File: config.mk
export PLATFORM = sky130hd
export DESIGN_NAME = circular_ordered_item_list_unit
export DESIGN_NICKNAME = d
export VERILOG_FILES = /design/src/sv/coil_pkg.sv /design/src/sv/circular_ordered_item_list_unit.sv /design/src/sv/coil_ram.sv /design/src/sv/coil_ctrl.sv
export VERILOG_INCLUDE_DIRS = /design/src /design/src/sv
export SDC_FILE = /design/constraint.sdc
export NUM_CORES = 1
export LEC_CHECK = 0
export BUFFER_PORTS_ARGS = -buffer_cell sky130_fd_sc_hd__buf_4
export CORE_MARGIN = 8
export CORE_UTILIZATION = 35
export CTS_BUF_LIST = sky130_fd_sc_hd__clkbuf_2 sky130_fd_sc_hd__clkbuf_4 sky130_fd_sc_hd__clkbuf_8
export DETAILED_ROUTE_END_ITERATION = 6
export SLEW_MARGIN = 40
export SYNTH_ARGS = -nofsm -noshare
export SYNTH_HDL_FRONTEND = slang
export SYNTH_SLANG_ARGS = --single-unit
File: constraint.sdc
create_clock -name clk_i -period 4.7 [get_ports clk_i]
set_clock_uncertainty 0.15 [all_clocks]
set_input_delay 0.705 -clock clk_i [delete_from_list [all_inputs] [get_ports clk_i]]
set_output_delay 0.705 -clock clk_i [all_outputs]
set_load 0.05 [all_outputs]
File: src/sv/circular_ordered_item_list_unit_assert.svh
// Assertion macros for the ordered item list unit.
`ifndef CIRCULAR_ORDERED_ITEM_LIST_UNIT_ASSERT_SVH
`define CIRCULAR_ORDERED_ITEM_LIST_UNIT_ASSERT_SVH
`ifndef ASSERT_OFF
`define COIL_ASSERT(lbl, clk, rst_n, prop, msg) \
  lbl: assert property (@(posedge clk) disable iff (!rst_n) prop) else $error(msg);
`define COIL_ASSERT_ALWAYS(lbl, clk, prop, msg) \
  lbl: assert property (@(posedge clk) prop) else $error(msg);
`else
`define COIL_ASSERT(lbl, clk, rst_n, prop, msg)
`define COIL_ASSERT_ALWAYS(lbl, clk, prop, msg)
`endif
`endif

File: src/sv/coil_pkg.sv
package coil_pkg;

  localparam int MODE_BITS   = 2;
  localparam int STATUS_BITS = 2;
  localparam int FRONT_BITS  = 8;

  typedef enum logic [MODE_BITS-1:0] {
    MODE_INS_FRONT = 2'd0,
    MODE_INS_BACK  = 2'd1,
    MODE_REMOVE    = 2'd2,
    MODE_ROTATE    = 2'd3
  } mode_e;

  typedef enum logic [STATUS_BITS-1:0] {
    ST_DONE    = 2'd0,
    ST_FULL    = 2'd1,
    ST_NOMATCH = 2'd2,
    ST_EMPTY   = 2'd3
  } status_e;

  // result handed from the sequencer to the output register
  typedef struct packed {
    logic                  valid;
    status_e               status;
    logic                  is_empty;
    logic [FRONT_BITS-1:0] front_item;
  } rsp_t;

endpackage

File: src/sv/circular_ordered_item_list_unit.sv
// Steps: input accepted in idle, executed, then the front entry is read and the result registered;
//   a rotate adds a copy-to-back write, a remove adds search and gap closing (one RAM word a cycle).
// One word at a time: the next input is taken the cycle after the result is registered,
//   so a result-side stall or a removal walk holds off the next input.
// Reset (async, rst_ni low): list empty, front index 0, output word invalid; RAM not cleared.
`include "circular_ordered_item_list_unit_assert.svh"

module circular_ordered_item_list_unit
  import coil_pkg::*;
#(
  parameter int DEPTH     = 16,
  parameter int ITEM_BITS = 8
) (
  input  logic                 clk_i,
  input  logic                 rst_ni,
  input  logic                 s_axis_tvalid,
  output logic                 s_axis_tready,
  // mode[1:0], item[ITEM_BITS+1:2], zero pad to bytes
  input  logic [((MODE_BITS+ITEM_BITS+7)/8)*8-1:0] s_axis_tdata,
  output logic                 m_axis_tvalid,
  input  logic                 m_axis_tready,
  // status[1:0], count[CW+1:2], front_item[CW+9:CW+2], is_empty[CW+10], zero pad
  output logic [((STATUS_BITS+$clog2(DEPTH+1)+FRONT_BITS+1+7)/8)*8-1:0] m_axis_tdata
);

  localparam int IW       = $clog2(DEPTH);
  localparam int CW       = $clog2(DEPTH + 1);
  localparam int OUT_BITS = STATUS_BITS + CW + FRONT_BITS + 1;
  localparam int OUT_W    = ((OUT_BITS + 7) / 8) * 8;

  rsp_t                 rsp;
  logic [CW-1:0]        rsp_count;
  logic                 rsp_ready;

  logic                 ram_we;
  logic [IW-1:0]        ram_waddr;
  logic [ITEM_BITS-1:0] ram_wdata;
  logic [IW-1:0]        ram_raddr;
  logic [ITEM_BITS-1:0] ram_rdata;

  // output register: the result word waits here while the next input is taken
  logic                  out_vld_q;
  status_e               out_status_q;
  logic [CW-1:0]         out_count_q;
  logic [FRONT_BITS-1:0] out_front_q;
  logic                  out_empty_q;

  // sequencer: read-modify-write of the entry RAM, search and gap closing
  coil_ctrl #(
    .DEPTH    (DEPTH),
    .ITEM_BITS(ITEM_BITS),
    .IW       (IW),
    .CW       (CW)
  ) u_ctrl (
    .clk_i      (clk_i),
    .rst_ni     (rst_ni),
    .in_valid_i (s_axis_tvalid),
    .in_ready_o (s_axis_tready),
    .in_mode_i  (mode_e'(s_axis_tdata[MODE_BITS-1:0])),
    .in_item_i  (s_axis_tdata[MODE_BITS +: ITEM_BITS]),
    .rsp_o      (rsp),
    .rsp_count_o(rsp_count),
    .rsp_ready_i(rsp_ready),
    .ram_we_o   (ram_we),
    .ram_waddr_o(ram_waddr),
    .ram_wdata_o(ram_wdata),
    .ram_raddr_o(ram_raddr),
    .ram_rdata_i(ram_rdata)
  );

  // entry storage, one registered read port and one write port
  coil_ram #(
    .WIDTH(ITEM_BITS),
    .DEPTH(DEPTH)
  ) u_ram (
    .clk_i  (clk_i),
    .we_i   (ram_we),
    .waddr_i(ram_waddr),
    .wdata_i(ram_wdata),
    .raddr_i(ram_raddr),
    .rdata_o(ram_rdata)
  );

  // free when empty or when the held word leaves this cycle
  assign rsp_ready = !out_vld_q || m_axis_tready;

  always_ff @(posedge clk_i or negedge rst_ni) begin
    if (!rst_ni) begin
      out_vld_q <= 1'b0;
    end else if (rsp_ready) begin
      out_vld_q <= rsp.valid;
    end
  end

  always_ff @(posedge clk_i) begin
    if (rsp.valid && rsp_ready) begin
      out_status_q <= rsp.status;
      out_count_q  <= rsp_count;
      out_front_q  <= rsp.front_item;
      out_empty_q  <= rsp.is_empty;
    end
  end

  assign m_axis_tvalid = out_vld_q;
  assign m_axis_tdata  = OUT_W'({out_empty_q, out_front_q, out_count_q, out_status_q});

  `COIL_ASSERT(a_count_bound, clk_i, rst_ni,
    m_axis_tvalid |-> out_count_q <= CW'(DEPTH), "count above depth")
  `COIL_ASSERT(a_empty_flag, clk_i, rst_ni,
    m_axis_tvalid |-> (out_empty_q == (out_count_q == '0)), "empty flag disagrees with count")
  `COIL_ASSERT(a_full_drop, clk_i, rst_ni,
    m_axis_tvalid && out_status_q == ST_FULL |-> out_count_q == CW'(DEPTH),
    "item dropped while not full")
  `COIL_ASSERT(a_empty_front, clk_i, rst_ni,
    m_axis_tvalid && out_empty_q |-> out_front_q == '0, "front item nonzero on empty list")
  `COIL_ASSERT_ALWAYS(a_rst_quiet, clk_i,
    !rst_ni |-> !m_axis_tvalid, "output word valid in reset")

endmodule

File: src/sv/coil_ram.sv
module coil_ram #(
  parameter int WIDTH = 8,
  parameter int DEPTH = 16
) (
  input  logic                     clk_i,
  input  logic                     we_i,
  input  logic [$clog2(DEPTH)-1:0] waddr_i,
  input  logic [WIDTH-1:0]         wdata_i,
  input  logic [$clog2(DEPTH)-1:0] raddr_i,
  output logic [WIDTH-1:0]         rdata_o
);

  logic [WIDTH-1:0] mem_q [DEPTH];
  logic [WIDTH-1:0] rdata_q;

  // read-before-write on a same-address collision
  always_ff @(posedge clk_i) begin
    if (we_i) begin
      mem_q[waddr_i] <= wdata_i;
    end
    rdata_q <= mem_q[raddr_i];
  end

  assign rdata_o = rdata_q;

endmodule

File: src/sv/coil_ctrl.sv
module coil_ctrl
  import coil_pkg::*;
#(
  parameter int DEPTH     = 16,
  parameter int ITEM_BITS = 8,
  parameter int IW        = $clog2(DEPTH),
  parameter int CW        = $clog2(DEPTH + 1)
) (
  input  logic                 clk_i,
  input  logic                 rst_ni,
  input  logic                 in_valid_i,
  output logic                 in_ready_o,
  input  mode_e                in_mode_i,
  input  logic [ITEM_BITS-1:0] in_item_i,
  output rsp_t                 rsp_o,
  output logic [CW-1:0]        rsp_count_o,
  input  logic                 rsp_ready_i,
  output logic                 ram_we_o,
  output logic [IW-1:0]        ram_waddr_o,
  output logic [ITEM_BITS-1:0] ram_wdata_o,
  output logic [IW-1:0]        ram_raddr_o,
  input  logic [ITEM_BITS-1:0] ram_rdata_i
);

  typedef enum logic [2:0] {
    S_IDLE, S_EXEC, S_ROT_WR, S_SRCH, S_SHIFT, S_RD_FRONT, S_RESP
  } state_e;

  state_e               state_q, state_d;
  mode_e                mode_q, mode_d;
  logic [ITEM_BITS-1:0] item_q, item_d;
  logic [IW-1:0]        front_q, front_d;
  logic [CW-1:0]        count_q, count_d;
  logic [CW-1:0]        rd_q, rd_d;
  logic [CW-1:0]        wr_q, wr_d;
  logic                 vld_q, vld_d;
  status_e              status_q, status_d;
  logic                 full;

  // physical slot of list position pos
  function automatic logic [IW-1:0] slot(input logic [IW-1:0] f, input logic [CW-1:0] pos);
    logic [CW:0] s;
    s = (CW+1)'(f) + (CW+1)'(pos);
    if (s >= (CW+1)'(DEPTH)) begin
      s = s - (CW+1)'(DEPTH);
    end
    return s[IW-1:0];
  endfunction

  assign full = (count_q == CW'(DEPTH));

  always_comb begin
    state_d     = state_q;
    mode_d      = mode_q;
    item_d      = item_q;
    front_d     = front_q;
    count_d     = count_q;
    rd_d        = rd_q;
    wr_d        = wr_q;
    vld_d       = vld_q;
    status_d    = status_q;
    ram_we_o    = 1'b0;
    ram_waddr_o = front_q;
    ram_wdata_o = item_q;
    ram_raddr_o = front_q;
    unique case (state_q)
      S_IDLE: begin
        if (in_valid_i) begin
          mode_d  = in_mode_i;
          item_d  = in_item_i;
          state_d = S_EXEC;
        end
      end
      S_EXEC: begin
        status_d = ST_DONE;
        state_d  = S_RD_FRONT;
        unique case (mode_q)
          MODE_INS_FRONT: begin
            if (full) begin
              status_d = ST_FULL;
            end else begin
              front_d     = (front_q == '0) ? IW'(DEPTH - 1) : front_q - IW'(1);
              ram_we_o    = 1'b1;
              ram_waddr_o = front_d;
              count_d     = count_q + CW'(1);
            end
          end
          MODE_INS_BACK: begin
            if (full) begin
              status_d = ST_FULL;
            end else begin
              ram_we_o    = 1'b1;
              ram_waddr_o = slot(front_q, count_q);
              count_d     = count_q + CW'(1);
            end
          end
          MODE_REMOVE: begin
            if (count_q == '0) begin
              status_d = ST_EMPTY;
            end else begin
              rd_d    = '0;
              vld_d   = 1'b0;
              state_d = S_SRCH;
            end
          end
          MODE_ROTATE: begin
            // front entry is read here, copied to the back next cycle
            if (count_q == '0) begin
              status_d = ST_EMPTY;
            end else if (count_q != CW'(1)) begin
              state_d = S_ROT_WR;
            end
          end
          default: ;
        endcase
      end
      S_ROT_WR: begin
        ram_we_o    = 1'b1;
        ram_waddr_o = slot(front_q, count_q);
        ram_wdata_o = ram_rdata_i;
        front_d     = (front_q == IW'(DEPTH - 1)) ? '0 : front_q + IW'(1);
        state_d     = S_RD_FRONT;
      end
      S_SRCH: begin
        // wr_q holds the position whose data is on the read port
        if (vld_q && ram_rdata_i == item_q) begin
          rd_d    = wr_q + CW'(1);
          vld_d   = 1'b0;
          state_d = S_SHIFT;
        end else if (vld_q && wr_q == count_q - CW'(1)) begin
          status_d = ST_NOMATCH;
          state_d  = S_RD_FRONT;
        end else if (rd_q < count_q) begin
          ram_raddr_o = slot(front_q, rd_q);
          rd_d        = rd_q + CW'(1);
          wr_d        = rd_q;
          vld_d       = 1'b1;
        end else begin
          vld_d = 1'b0;
        end
      end
      S_SHIFT: begin
        // read position rd_q while writing the word read last cycle one place closer to the front
        vld_d = 1'b0;
        if (vld_q) begin
          ram_we_o    = 1'b1;
          ram_waddr_o = slot(front_q, wr_q);
          ram_wdata_o = ram_rdata_i;
          wr_d        = wr_q + CW'(1);
        end
        if (rd_q < count_q) begin
          ram_raddr_o = slot(front_q, rd_q);
          rd_d        = rd_q + CW'(1);
          vld_d       = 1'b1;
        end else if (!vld_q) begin
          count_d = count_q - CW'(1);
          if (count_q == CW'(1)) begin
            front_d = '0;
          end
          state_d = S_RD_FRONT;
        end
      end
      S_RD_FRONT: begin
        state_d = S_RESP;
      end
      S_RESP: begin
        if (rsp_ready_i) begin
          state_d = S_IDLE;
        end
      end
      default: state_d = S_IDLE;
    endcase
  end

  always_ff @(posedge clk_i or negedge rst_ni) begin
    if (!rst_ni) begin
      state_q  <= S_IDLE;
      front_q  <= '0;
      count_q  <= '0;
      vld_q    <= 1'b0;
      mode_q   <= MODE_INS_FRONT;
      status_q <= ST_DONE;
    end else begin
      state_q  <= state_d;
      front_q  <= front_d;
      count_q  <= count_d;
      vld_q    <= vld_d;
      mode_q   <= mode_d;
      status_q <= status_d;
    end
  end

  always_ff @(posedge clk_i) begin
    item_q <= item_d;
    rd_q   <= rd_d;
    wr_q   <= wr_d;
  end

  assign in_ready_o          = (state_q == S_IDLE);
  assign rsp_o.valid         = (state_q == S_RESP);
  assign rsp_o.status        = status_q;
  assign rsp_o.is_empty      = (count_q == '0);
  assign rsp_o.front_item    = (count_q == '0) ? '0 : FRONT_BITS'(ram_rdata_i);
  assign rsp_count_o         = count_q;

endmodule
# Word-level counts from Yosys, hierarchy flattened
# Memory sizes are Yosys's and may differ from the RTL's. A register that Yosys moved wholly into a read port is not among the register bits.
# Cells that the tools add are included.
[totals] word_cells=152 mem_count=1 ff_bits=52 ram_bits=128 output_inout_bits=18 inputBits=20
[op_classes] order_cmp=4 reduce_logical=23 n_mux=66 eq_ne=32 addsub=12
[memory_table] name="u_ram.mem_q" depth=16 width=8 read_ports=1 rd_ports_with_merged_regs=1 write_ports=1 line_no="coil_ram.sv:13" rtl="logic [WIDTH-1:0] mem_q [DEPTH];"
[ops] cell="5-bit two-way mux" count=13
[ops] cell="4-bit two-way mux" count=15
[ops] cell="3-bit two-way mux" count=9
[ops] cell="4-bit case mux with 3 select lines" count=2
[ops] cell="3-bit case mux with 7 select lines" count=1
[ops] cell="2-bit inequality test, second input constant" count=10
[ops] cell="5-bit case mux with 2 select lines" count=2
[ops] cell="5-bit AND reduction" count=4
[ops] cell="4-bit by 5-bit adder with 6-bit output" count=3
[ops] cell="6-bit by 5-bit greater-or-equal comparator with 1-bit output, second input constant" count=3
[ops] cell="4-bit case mux with 2 select lines" count=2
[ops] cell="8-bit case mux with 2 select lines" count=1
[ops] cell="4-bit by 1-bit subtractor with 4-bit output, second input constant" count=4
[ops] cell="5-bit by 1-bit adder with 5-bit output, second input constant" count=3
[ops] cell="5-bit case mux with 3 select lines" count=1
[ops] cell="1-bit two-way mux" count=11
[ops] cell="2-bit by 1-bit inequality test with 1-bit output, second input constant" count=5
[ops] cell="3-bit == test, second input constant" count=3
[ops] cell="8-bit == test" count=1
[ops] cell="8-bit two-way mux" count=1
[ops] cell="2-bit case mux with 2 select lines" count=2
[ops] cell="3-bit by 2-bit == test with 1-bit output, second input constant" count=2
[ops] cell="2-bit two-way mux" count=3
[ops] cell="1-bit case mux with 3 select lines" count=2
[ops] cell="27 further kinds" count=34

# Logic depth before layout (Yosys ltp)
[depth] word_depth=7 depth_mapped=13 ltp_nobuf=11

# Cells and area by module
# From an unflattened synthesis, not the netlist that was laid out.
[unflattened] hier_cells=579 hier_area_um2=8758.4
[by_module_without_submodules] mod="coil_ram" instances=1 cells_per_inst=229 seq_area_each_um2=4003.8 area_each_um2=5147.4
[by_module_without_submodules] mod="coil_ctrl" instances=1 cells_per_inst=329 seq_area_each_um2=965.9 area_each_um2=3069.2
[by_module_without_submodules] mod="circular_ordered_item_list_unit" instances=1 cells_per_inst=21 seq_area_each_um2=505.5 area_each_um2=541.8

# Worst setup path before layout
# Ideal clock, no wire load.
[synth_timing] kind="reg2reg" from="register u_ctrl.count_q[0] (netlist: u_ctrl.rsp_count_o[0])" to="register u_ram.rdata_q[0] (netlist: u_ram.rdata_o[0]) (read register of u_ram.mem_q)" setup_ps=134 stages_incl_launch_ff=14 required_ps=4416 arrival_time_ps=3365 period_less_slack_ps=3649 path_slack_ps=1051 path_buffers=2 cell_sequence="dfrtp_1 > inv_1 > ha_1 > xnor3_1 > nand4_1 > or4_4 > nand2b_2 > a21oi_1 > mux2i_1 > buf_2 > buf_2 > mux2i_1 > o22ai_1 > or4_1"
[synth_between] elab_chain_len=6 word_cells_on_any_way=8 classes_between="1 x add/sub; 1 x order compare; 1 x eq/ne; 4 x mux; 1 x reduce/logical"
[synth_lines] item="start: declaration" line_no="coil_ctrl.sv:33" rtl="logic [CW-1:0] count_q, count_d;"
[synth_lines] item="start signal: assignment" line_no="coil_ctrl.sv:186" rtl="count_q <= count_d;"
[synth_lines] item="5-bit by 1-bit subtractor with 5-bit output" line_no="coil_ctrl.sv:130" rtl="end else if (vld_q && wr_q == count_q - CW'(1)) begin"
[synth_lines] item="5-bit == test" line_no="coil_ctrl.sv:130"
[synth_lines] item="1-bit logical AND" line_no="coil_ctrl.sv:130"
[synth_lines] item="4-bit two-way mux" line_no="coil_ctrl.sv:130"
[synth_lines] item="4-bit two-way mux" line_no="coil_ctrl.sv:126" rtl="if (vld_q && ram_rdata_i == item_q) begin"
[synth_lines] item="4-bit case mux with 2 select lines *" line_no="coil_ctrl.sv:66" rtl="unique case (state_q)"
[synth_lines] item="end: declaration" line_no="coil_ram.sv:14" rtl="logic [WIDTH-1:0] rdata_q;"
# Every way passes the cells marked *; elsewhere a longest branch is shown, timed or not.
# A chain may end at the register's enable or synchronous reset.

# Final worst setup path
[layout_timing] from="register u_ctrl.count_q[1] (netlist: u_ctrl.rsp_count_o[1])" to="register u_ram.rdata_q[4] (netlist: u_ram.rdata_o[4]) (read register of u_ram.mem_q)"
# The elaborated chain is that of the path after synthesis.

==> results.sh <==
export IMPL_gp_congestion=0.845
export IMPL_route_detailed_wl_per_inst_um=19.3
export IMPL_cp_start_kind="flip-flop"
export IMPL_final_antenna_net_count=0
export IMPL_viasPerCell=5.26
export IMPL_track_usage_pct=13.6
export IMPL_dp_cells=1025
export IMPL_cp_data_required_time_ns=4.90
export IMPL_fmax_mhz=244
export IMPL_min_delay_start="s_axis_tdata[3]"
export IMPL_synth_fa_ha_area_share_pct=3.65
export IMPL_finalSetupTns_ns=0
export IMPL_dr_pass1_iters=5
export IMPL_start_util_pct=35.4
export IMPL_drt_total_wl_um=20500
export IMPL_maxSlewViolCount=0
export IMPL_netlist_area_sq_um=8840
export IMPL_vias=5560
export IMPL_yosysUniqueCellTypes=65
export IMPL_clk_latency_ns=0.48
export IMPL_worstSetupEndpointType="flip-flop"
export IMPL_drc=0
export IMPL_grt_max_degree=33
export IMPL_period_share_pct=87.1
export IMPL_sequentialPowerShare_pct=34.9
export IMPL_seq_area_frac_synth_pct=62.0
export IMPL_port_buffers=31
export IMPL_status="complete, no violations"
export IMPL_worstPathArrival_ns=4.30
export IMPL_crit_type="flip-flop to flip-flop"
export IMPL_r2r_start="u_ctrl.rsp_count_o[1]"
export IMPL_synth_simple_area_share_pct=8.86
export IMPL_grt_pass1_vias=5389
export IMPL_peakVddDrop_uv=451
export IMPL_die_h_um=175
export IMPL_antenna_found_initial=0
export IMPL_setup_viol=0
export IMPL_die_w_um=175
export IMPL_final_nets=759
export IMPL_place_worst_setup_slack_ns=0.637
export IMPL_clock_sinks=188
export IMPL_ys_flop_type="edfxtp_1"
export IMPL_die_area_sq_um=30600
export IMPL_syn_area_per_cell_sq_um=13.2
export IMPL_cts_tree="done"
export IMPL_cts_root_buf="clkbuf_8"
export IMPL_fin_cells=1058
export IMPL_hpwl_um=14200
export IMPL_rows=58
export IMPL_synth_compound_area_share_pct=10.8
export IMPL_cts_resized=0
export IMPL_maxCapViolCount=0
export IMPL_cts_buffers=17
export IMPL_ioPinCount=38
export IMPL_synth_enable_flop_cells=162
export IMPL_synth_top_family_by_area="compound AO/OA/AOI/OAI gates"
export IMPL_worst_pin_slew_ns=0.806
export IMPL_synthTopCellsByArea="edfxtp_1 (55%), mux2i_1 (7.4%), dfrtp_1 (5.1%), ha_1 (3.0%), xnor2_1 (2.3%)"
export IMPL_async_flop_share_pct=9.57
export IMPL_p_sw_share_pct=44.9
export IMPL_mappedNetlistNets=711
export IMPL_p_clk_share_pct=14.9
export IMPL_power_switching_mw=3.56
export IMPL_muxShareOfSynthArea_pct=8.77
export IMPL_ff2ff_path_depth=13
export IMPL_reg2reg_setup_slack_ns=0.61
export IMPL_core_area_sq_um=25000
export IMPL_pwr_share_comb_pct=50.2
export IMPL_setup_ws_ns=0.605
export IMPL_drt_iter0_drc=486
export IMPL_post_cts_buffers=0
export IMPL_clock_path_buffers=2
export IMPL_grt_pass1_wl_um=31900
export IMPL_slew_headroom_pct=45.5
export IMPL_cts_htree_levels=4
export IMPL_holdPathEnd="u_ctrl.item_q[1]"
export IMPL_synth_xor_xnor_area_share_pct=3.71
export IMPL_yosysWarnings=0
export IMPL_hold_viol=0
export IMPL_p_leak_nw=3.65
export IMPL_cp_max_fo=15
export IMPL_placed_cell_area_sq_um=9570
export IMPL_synth_common_cells="edfxtp_1 (162), mux2i_1 (65), nor2_1 (41)"
export IMPL_yosys_area_top_type="edfxtp_1"
export IMPL_powerDensity_nw_per_um2=790
export IMPL_finalCriticalPeriod_ns=4.09
export IMPL_hold_path_depth=1
export IMPL_path_clk_slew_ns=0.11
export IMPL_p_int_mw=4.38
export IMPL_final_cell_area_sq_um=10000
export IMPL_r2r_end="u_ram.rdata_o[4]"
export IMPL_synth_top_cell_area_share_pct=55.1
export IMPL_hold_path_class="primary input to flip-flop"
export IMPL_grt_setup_unrepaired="false"
export IMPL_synth_most_common_cell="edfxtp_1"
export IMPL_antennaDiodeCount=0
export IMPL_syn_inst=667
export IMPL_cts_hold_buf=1
export IMPL_grt_overflow=0
export IMPL_ys_ff_latch=188
export IMPL_drive_above_1_share_pct=15.2
export IMPL_area_growth_pct=13.7
## worst max-delay path: stages, from the launching register on
cell,delay (ns)
dfrtp_1,0.39
inv_1,0.11
ha_1,0.27
nor3b_1,0.31
buf_4,0.18
nor2_1,0.05
or4_4,0.53
nand2b_2,0.16
a21oi_1,0.15
mux2i_4,0.27
buf_4,0.32
mux2i_1,0.34
o22ai_1,0.16
or4_1,0.56
## state kept, by name (all words and copies together) (netlist names), 2 cells and up
register	count
u_ram.rdata_o	8
u_ctrl.status_q	2
out_front_q	8
u_ctrl.front_q	4
u_ctrl.rd_q	5
u_ctrl.state_q	3
u_ctrl.mode_q	2
u_ctrl.rsp_count_o	5
u_ram.mem_q	128
u_ctrl.item_q	8
out_status_q	2
u_ctrl.wr_q	5
out_count_q	5
## routing by layer
metal	wire length (um)	global-route usage (%)
met2	9590	21.9
met3	1030	2.46
met5	0	0
met1	9580	18.2
met4	273	4.31
## cells by family (layout without fill, tap and decap cells)
logic type | after synthesis | after routing
DFF | 188 | 188
xor gates and xnor gates | 35 | 35
AOI/OAI and AO/OA | 143 | 143
and+or+nand+nor | 154 | 154
muxes | 76 | 76
buffers and inverters | 47 | 108
adders and majority gates | 24 | 24
## power groups by stage
| stage | Clock [mW] | Sequential (mW) | Combinational (mW) |
|---|---|---|---|
| final | 1.18 | 2.77 | 3.99 |
| after global routing | 1.26 | 2.83 | 4.33 |
| after CTS | 1.20 | 2.77 | 3.97 |
| after detailed placement | 0 | 2.81 | 3.96 |
| after global placement | 0 | 2.80 | 3.92 |
| after floorplan | 0 | 2.76 | 2.75 |
## worst max-delay path by stage
stage	endpoint	startpoint	cells past startpoint
after floorplan	u_ram.rdata_o[0]	u_ctrl.rsp_count_o[0]	13
after global placement	u_ram.rdata_o[2]	u_ctrl.rsp_count_o[1]	13
after detailed placement	u_ram.rdata_o[4]	u_ctrl.rsp_count_o[1]	13
after CTS	u_ram.rdata_o[4]	u_ctrl.rsp_count_o[1]	13
after global routing	u_ram.rdata_o[4]	u_ctrl.rsp_count_o[1]	13
final	u_ram.rdata_o[4]	u_ctrl.rsp_count_o[1]	13
## final cells by class
cell class / count / area, sq um
Timing Repair Buffer: 58 / 450
Fill cell: 2334 / 14900
Multi-Input combinational cell: 432 / 3180
Clock buffer: 17 / 234
Tap cell: 330 / 413
Sequential cell: 188 / 5480
Clock inverter: 15 / 226
Inverter: 18 / 67.6
## placed cells by master (no fill, tap or decap), drive strengths merged, types with 4 or more instances in the layout
master,n
inv,30
xnor2,24
o211ai,4
dfrtp,18
and2,6
nor2,41
nand4,5
a211oi,4
o21ai,31
a21o,6
mux2,11
xor2,10
buf,57
a21oi,34
nor2b,14
o32ai,17
o22ai,23
nor4,7
clkbuf,17
edfxtp,162
or4,9
nand2,41
nand3,9
nor3,6
ha,21
dfxtp,8
nand2b,4
mux2i,65
## per-stage QoR
step                      utilization (%)  total power, mW  hold WS (ns)
after CTS                            40.2             7.95         0.214
after global placement               38.3             6.72         0.286
after floorplan                         -             5.51         0.259
after global routing                 40.2             8.41         0.218
after detailed placement             38.3             6.77         0.292
final                                40.2             7.94         0.251
No activity file was read; power rests on OpenSTA's default activity.
